File: src/rtl/core/lottery_bid_process_scheduler_unit_assert.svh
// Assertion helpers for the scheduler RTL.
// Both expect a signal named clk in the enclosing module; LBPS_ASSERT also uses rst.
`ifndef LOTTERY_BID_PROCESS_SCHEDULER_UNIT_ASSERT_SVH
`define LOTTERY_BID_PROCESS_SCHEDULER_UNIT_ASSERT_SVH

// Checked outside of reset.
`define LBPS_ASSERT(label, prop, msg) \
  label: assert property (@(posedge clk) disable iff (rst) prop) else $error(msg);

// Checked at every edge, reset included.
`define LBPS_ASSERT_ALWAYS(label, prop, msg) \
  label: assert property (@(posedge clk) prop) else $error(msg);

`endif

File: src/rtl/core/lbps_pkg.sv
`timescale 1ns / 1ps
`default_nettype none
package lbps_pkg;

  localparam int SLOTS_DEF = 64;
  localparam int SLOT_W    = 6;
  localparam int SUB_W     = 10;
  localparam int SUM_W     = 20;
  localparam int TOTAL_W   = 13;
  localparam int DRAW_W    = 7;

  // Random generator and draw reduction
  localparam logic [31:0] LCG_MUL  = 32'd1103515245;
  localparam logic [31:0] LCG_ADD  = 32'd12345;
  localparam logic [15:0] DRAW_MAG = 16'd41944;   // ceil(2^22 / 100)
  localparam int          DRAW_SH  = 22;
  localparam logic [14:0] DRAW_MOD = 15'd100;

  // Charging
  localparam logic [31:0]      TIME_STEP = 32'd10;
  localparam logic [SUM_W-1:0] BID_SCALE = 20'd10;
  localparam logic [SUM_W-1:0] SUB_UNIT  = 20'd1000;
  localparam logic [20:0]      K_MAG     = 21'd1073742; // ceil(2^30 / 1000)
  localparam int               K_SH      = 30;

  typedef enum logic [1:0] {
    CMD_SKIP  = 2'd0,
    CMD_WRITE = 2'd1,
    CMD_SCHED = 2'd2
  } cmd_op_t;

  typedef struct packed {
    logic        func;
    logic [5:0]  slot;
    logic        runnable;
    logic        kind;
    logic [7:0]  share;
    logic [15:0] bid;
    logic        clear_counts;
  } in_item_t;

  typedef struct packed {
    logic [5:0]  grant_slot;
    logic        grant_kind;
    logic [31:0] chosen_count;
    logic [31:0] run_time_ms;
    logic [31:0] whole_charge;
    logic [9:0]  sub_charge;
    logic        last;
  } out_item_t;

  typedef struct packed {
    logic        runnable;
    logic        kind;
    logic [7:0]  share;
    logic [15:0] bid;
  } param_t;

  typedef struct packed {
    logic [31:0]      chosen;
    logic [31:0]      rtime;
    logic [31:0]      whole;
    logic [SUB_W-1:0] sub;
  } cnt_t;

  typedef struct packed {
    cmd_op_t           op;
    logic [SLOT_W-1:0] slot;
    param_t            prm;
    logic              clear;
  } cmd_t;

endpackage
`default_nettype wire

File: src/rtl/core/lbps_fifo.sv
`timescale 1ns / 1ps
`default_nettype none
module lbps_fifo #(
  parameter int WIDTH = 8,
  parameter int DEPTH = 2
) (
  input  wire logic             clk,
  input  wire logic             rst,
  input  wire logic             push,
  input  wire logic [WIDTH-1:0] wdata,
  output logic                  full,
  input  wire logic             pop,
  output logic      [WIDTH-1:0] rdata,
  output logic                  empty
);

  localparam int AW = $clog2(DEPTH);

  logic [WIDTH-1:0] buf_q [DEPTH];
  logic [AW-1:0]    wptr;
  logic [AW-1:0]    rptr;
  logic [AW:0]      count;
  logic             do_push;
  logic             do_pop;

  assign full    = (count == (AW+1)'(DEPTH));
  assign empty   = (count == '0);
  assign do_push = push && !full;
  assign do_pop  = pop && !empty;
  assign rdata   = buf_q[rptr];

  // Storage
  always_ff @(posedge clk) begin
    if (do_push) begin
      buf_q[wptr] <= wdata;
    end
  end

  // Pointers and fill count
  always_ff @(posedge clk) begin
    if (rst) begin
      wptr  <= '0;
      rptr  <= '0;
      count <= '0;
    end else begin
      if (do_push) begin
        wptr <= (wptr == AW'(DEPTH-1)) ? '0 : AW'(wptr + 1'b1);
      end
      if (do_pop) begin
        rptr <= (rptr == AW'(DEPTH-1)) ? '0 : AW'(rptr + 1'b1);
      end
      count <= AW'(0) + count + (AW+1)'(do_push) - (AW+1)'(do_pop);
    end
  end

endmodule
`default_nettype wire

File: src/rtl/core/lbps_front.sv
`timescale 1ns / 1ps
`default_nettype none
module lbps_front #(
  parameter int SLOTS = lbps_pkg::SLOTS_DEF
) (
  input  wire logic                clk,
  input  wire logic                rst,
  input  wire logic                push,
  output logic                     full,
  input  wire lbps_pkg::in_item_t  item,
  input  wire logic                cmd_pop,
  output logic                     cmd_empty,
  output lbps_pkg::cmd_t           cmd
);

  lbps_pkg::cmd_t cmd_in;
  logic           slot_ok;

  // Classify the request: schedule, slot write, or write beyond the table
  assign slot_ok = ({1'b0, item.slot} < 7'(SLOTS));

  always_comb begin
    cmd_in.slot         = item.slot;
    cmd_in.prm.runnable = item.runnable;
    cmd_in.prm.kind     = item.kind;
    cmd_in.prm.share    = item.share;
    cmd_in.prm.bid      = item.bid;
    cmd_in.clear        = item.clear_counts;
    if (item.func) begin
      cmd_in.op = lbps_pkg::CMD_SCHED;
    end else if (slot_ok) begin
      cmd_in.op = lbps_pkg::CMD_WRITE;
    end else begin
      cmd_in.op = lbps_pkg::CMD_SKIP;
    end
  end

  // Command queue toward the back end
  lbps_fifo #(
    .WIDTH ($bits(lbps_pkg::cmd_t)),
    .DEPTH (2)
  ) u_cmd_q (
    .clk   (clk),
    .rst   (rst),
    .push  (push),
    .wdata (cmd_in),
    .full  (full),
    .pop   (cmd_pop),
    .rdata (cmd),
    .empty (cmd_empty)
  );

endmodule
`default_nettype wire

File: config.mk
export PLATFORM = sky130hd
export DESIGN_NAME = lbps_front
export DESIGN_NICKNAME = d
export VERILOG_FILES = /design/src/rtl/core/lottery_bid_process_scheduler_unit_assert.svh /design/src/rtl/core/lbps_pkg.sv /design/src/rtl/core/lbps_fifo.sv /design/src/rtl/core/lbps_front.sv
export SDC_FILE = /design/constraint.sdc
export NUM_CORES = 1
export LEC_CHECK = 0
export BUFFER_PORTS_ARGS = -buffer_cell sky130_fd_sc_hd__buf_2
export CAP_MARGIN = 20
export CORE_MARGIN = 2
export CORE_UTILIZATION = 52
export CTS_CLUSTER_SIZE = 16
export DETAILED_ROUTE_END_ITERATION = 6
export PLACE_DENSITY = 0.79
export SLEW_MARGIN = 10
export SYNTH_ARGS = -nofsm -noshare
export SYNTH_HDL_FRONTEND = slang
export SYNTH_SLANG_ARGS = --single-unit
File: constraint.sdc
create_clock -name clk -period 2.96 [get_ports clk]
set_input_delay 0.148 -clock clk [delete_from_list [all_inputs] [get_ports clk]]
set_output_delay 0.148 -clock clk [all_outputs]
set_load 0.005 [all_outputs]
# ---- Yosys cells after proc, flatten, opt, wreduce, memory -nomap -nowiden
# Memory sizes are Yosys's and may differ from the RTL's. A register that Yosys moved wholly into a read port is not among the register bits.
# Index checks and enable logic that the tools add are counted.
dict set report totals {
  ff_bits 4
  latch_bits 0
  mem_bits_rw 70
  rom_bits 0
  n_memories 1
}
# name depth width rd rd_clocked_by_memory_dff wr line
set mem_list {}
lappend mem_list {u_cmd_q.buf_q 2 35 1 1 1 lbps_fifo.sv:19} ;# logic [WIDTH-1:0] buf_q [DEPTH];
dict set report op_classes {
  addsub 4
  mul 0
  div 0
  order_cmp 0
  eq_ne 1
  shift 0
  mux 7
  n_bitwise 0
  n_reduce_logical 5
}
# operator n
set ops {}
lappend ops {{2-to-1 mux 1 bit} 6}
lappend ops {{adder 1 bit, second input constant} 2}
lappend ops {{adder 2 x 1 -> 2 bit} 1}
lappend ops {{== test 2 bit, second input constant} 1}
lappend ops {{logical AND 1 bit} 2}
lappend ops {{zero test 1 bit} 2}
lappend ops {{zero test 2 bit} 1}
lappend ops {{2-to-1 mux 2 bit} 1}
lappend ops {{subtractor 2 x 1 -> 2 bit} 1}

# ---- Longest topological paths before layout
dict set report logic_depth {
  depth_word 5
  ltp_mapped 7
  ltp_nobuf 7
}

# ---- Modules after synthesis
# Synthesis repeated with hierarchy kept, for this count alone.
dict set report unflattened {
  cells_unflattened 137
  area_unflattened_um2 2761.4
}
# mod n_inst cells_each area_each_um2 seq_area_each_um2
set by_module_without_submodules {}
lappend by_module_without_submodules {lbps_fifo 1 136 2757.6 2202.1}
lappend by_module_without_submodules {lbps_front 1 1 3.8 0.0}

# ---- Worst setup path after synthesis
# Ideal clock, no wire load.
dict set report synth_path {
  path_kind {flip-flop to flip-flop}
  startpoint {register u_cmd_q.count[0]}
  endpoint {memory u_cmd_q.buf_q[0][0] (netlist bit), enable pin}
  setup_time_ps 431
  t_arrival_ps 2260
  path_slack_ps 269
  stages_incl_launch_ff 4
  cell_sequence {dfxtp_1 nand2b_1 and2_2 nor2b_1}
}
dict set report synth_between {
  elab_chain_cells 5
}
# element line
set synth_lines {}
lappend synth_lines {{from (decl)} lbps_fifo.sv:22} ;# logic [AW:0] count;
lappend synth_lines {{from (signal assigned)} lbps_fifo.sv:52} ;# count <= AW'(0) + count + (AW+1)'(do_push) - (AW+1)'(do_pop);
lappend synth_lines {{== test 2 bit} lbps_fifo.sv:26} ;# assign full = (count == (AW+1)'(DEPTH));
lappend synth_lines {{zero test 1 bit} lbps_fifo.sv:28} ;# assign do_push = push && !full;
lappend synth_lines {{logical AND 1 bit} lbps_fifo.sv:28}
lappend synth_lines {{via u_cmd_q.do_push} lbps_fifo.sv:23} ;# logic do_push;
lappend synth_lines {{2-to-1 mux 1 bit} lbps_fifo.sv:34} ;# if (do_push) begin
lappend synth_lines {{2-to-1 mux 1 bit (not written as such)} lbps_fifo.sv:35} ;# buf_q[wptr] <= wdata;
lappend synth_lines {{to (decl)} lbps_fifo.sv:19}
# The timed path passes the listed nets, and every way through them passes these cells.

==> flow_summary.toml <==
[run_status]
outcome = "complete, no violations"

[yosys]
synth.avg_cell_area_sq_um = 21.2
synth_nets = 178
synth-seq-area-share_pct = 75.2
syn_inst = 138
ys_seq_elements = 75
synth_area_sq_mm = 0.00293
synth_cell_types = 20
yosysTopAreaCellShare_pct = 71.8
synth_area_leader_cell = "edfxtp_1"
yosys_warnings = 0
synth_area_leaders = "edfxtp_1, mux2_4, dfxtp_1"

[clocking]
clk_pin_slew_ps = 70
cts.sinks = 75
ctsLongestPathBuffers = 2
post_cts_buffers = 0
cts_buffers = 9
cts_tree = "yes"
cts.htree.levels = 3
cts-root-buf = "clkbuf_8"
clk_latency_ps = 330

[pwr]
p_switching_mw = 0.715
clkPwrFrac_pct = 24.1
swShare_pct = 24.8
powerDensity_mw_per_mm2 = 775
p_leak_nw = 1.50
p_int_mw = 2.17
irDropWorstVdd_v = 0.000460
seqPwrFrac_pct = 49.5
p_comb_share_pct = 26.4

[global_route]
grt_overflow = 0
grt_util_all_layers_pct = 15.5
grt_max_degree = 36
grt_pass1_wl_um = 7020
grt_pass1_vias = 1563
antenna_found_initial = 0

[timing]
rsz0062_at_grt = "no"
clock-skew-final_ps = 10.4
slew_violations = 0
fmax_ghz = 0.499
min_period_over_period_pct = 67.8
setup_tns_ps = 0
finalSetupViolCount = 0
whs_ps = 8.83
relSlewSlack_pct = 44.6
final_hold_viol_count = 0
period_needed_ps = 2010
tightest_slew_ps = 831

[placement]
gp_congestion = 0.712
hpwl_um = 2910
place.port_buffers = 74

[finish]
final_nets = 282
final_common_cell = "buf_2"
multi_input_area_sq_um = 648
ff_latch_area_sq_mm = 0.00220
n_fill_cell = 389
mostFrequentLayoutCells = "buf_2, edfxtp_1, mux2_4, dlygate4sd3_1, clkbuf_8"
diodes = 0
area_growth_pct = 27.2
drive_gt1_share_pct = 52.2

[drt]
first_iter_violations = 88
vias = 1500
routed-wl-met2_um = 2530
via_per_inst = 4.73
routed_wl_um = 4680
wl_met1_um = 1860
ant_nets = 0
drc = 0
dr_wl_met3_um = 187
wl_per_cell_um = 14.8
top_layer = "met4"
first_pass_iters = 4

[worst_setup_path]
crit_fanout = 20
cp_cell_sequence = "buf_4 -> mux2_4 -> buf_2"
crit_buf_inv = 2
cpMaxStageDelayCell = "dfxtp_2"
cp-start-kind = "register"
crit_family = "flip-flops"
crit_type = "register to output pin"
worstPathRequired_ps = 2810
slowest_delay_ps = 610
endpoint_kind = "output pin"
worstPathArrival_ps = 1860

[floorplan]
start_util_pct = 53.5
die-area_sq_mm = 0.00625
die_x_um = 79.0
rows = 27
io_pins = 75
coreArea_sq_mm = 0.00547
die_y_um = 79.0

[min_path]
hp-class = "input port to register"

[flow_run]
cap_violations = 0
-- cell type report --
type / instances / share of cell area [%]
timing repair buffer: 97 / 16.0
clock inverter: 4 / 1.18
clock buffer: 10 / 3.43
tap: 72 / 2.42
multi-input combinational: 55 / 17.4
inverter: 4 / 0.403
sequential: 75 / 59.2
-- synthesized netlist by cell type (all sizes together) --
master and n:
buf 4, mux2 35, o21a 1, xnor2 1, and2 2, dfxtp 5
nand3 1, nor2 5, inv 4, edfxtp 70, nand2b 2, ha 2
xor2 1, and3 1, nor3 1, o21ai 1, nor2b 2
-- state kept, by name, summed over array words and instances, names as in the netlist, named ones only --
| signal | flops |
|---|---|
| u_cmd_q.buf_q | 70 |
| u_cmd_q.count | 2 |
| u_cmd_q.rptr | 1 |
| u_cmd_q.wptr | 1 |
-- power by group through the flow --
| stage | registers, mW | clock network (mW) | logic, mW |
|---|---|---|---|
| detailed placement | 1.46 | 0 | 0.748 |
| CTS | 1.43 | 0.712 | 0.771 |
| finish | 1.43 | 0.695 | 0.762 |
| global route | 1.45 | 0.749 | 0.826 |
| floorplan | 1.41 | 0 | 0.583 |
| global placement | 1.45 | 0 | 0.736 |
-- stage by stage --
step	setup WS, ps	cell area [sq um]	utilization (%)	power [mW]	std cells
floorplan	269	2930	-	1.99	138
global placement	1280	3340	61.1	2.19	282
detailed placement	1270	3340	61.1	2.20	282
CTS	923	3700	67.7	2.92	315
global route	839	3720	68.0	3.03	317
finish	954	3720	68.0	2.89	317
-- metal layers --
metal	track usage [%]	up-vias
li1	-	732
met1	17.0	717
met2	27.7	42
met3	3.75	9
met4	7.76	0
met5	0	-
-- worst register-to-register path: cells and delay by family (launching register included) --
kind             cells  cell delay, ps
DFF                  1             370
and+or+nand+nor      2             930
-- cells by family after synthesis --
logic type	after synthesis	share of synthesized area, %
XOR/XNOR	2	0.598
buffers and inverters	8	2.95
AND/OR/NAND/NOR	14	2.52
multiplexers	35	17.3
adder cells (fa/ha/maj)	2	0.855
flip-flops	75	75.2
AO/OA/AOI/OAI	2	0.556
-- path summary, 6_finish.rpt --
check | from | to | slack [ps] | cells after the start
max | register | cmd[5] | 950 | 3
min | item[6] | u_cmd_q.buf_q[1][6]$_DFFE_PP_ | 9 | 1
max reg2reg | u_cmd_q.count[0]$_SDFF_PP0_ | u_cmd_q.buf_q[1][15]$_DFFE_PP_ | 1280 | 2
min reg2reg | u_cmd_q.rptr$_SDFFE_PP0P_ | register | 510 | 2
-- repair_timing --
action	4_1_cts	5_1_grt
resized for setup	0	0
hold endpoints to repair	38	3
hold buffers	19	2
Note: power is estimated with default switching activity, not from simulation.
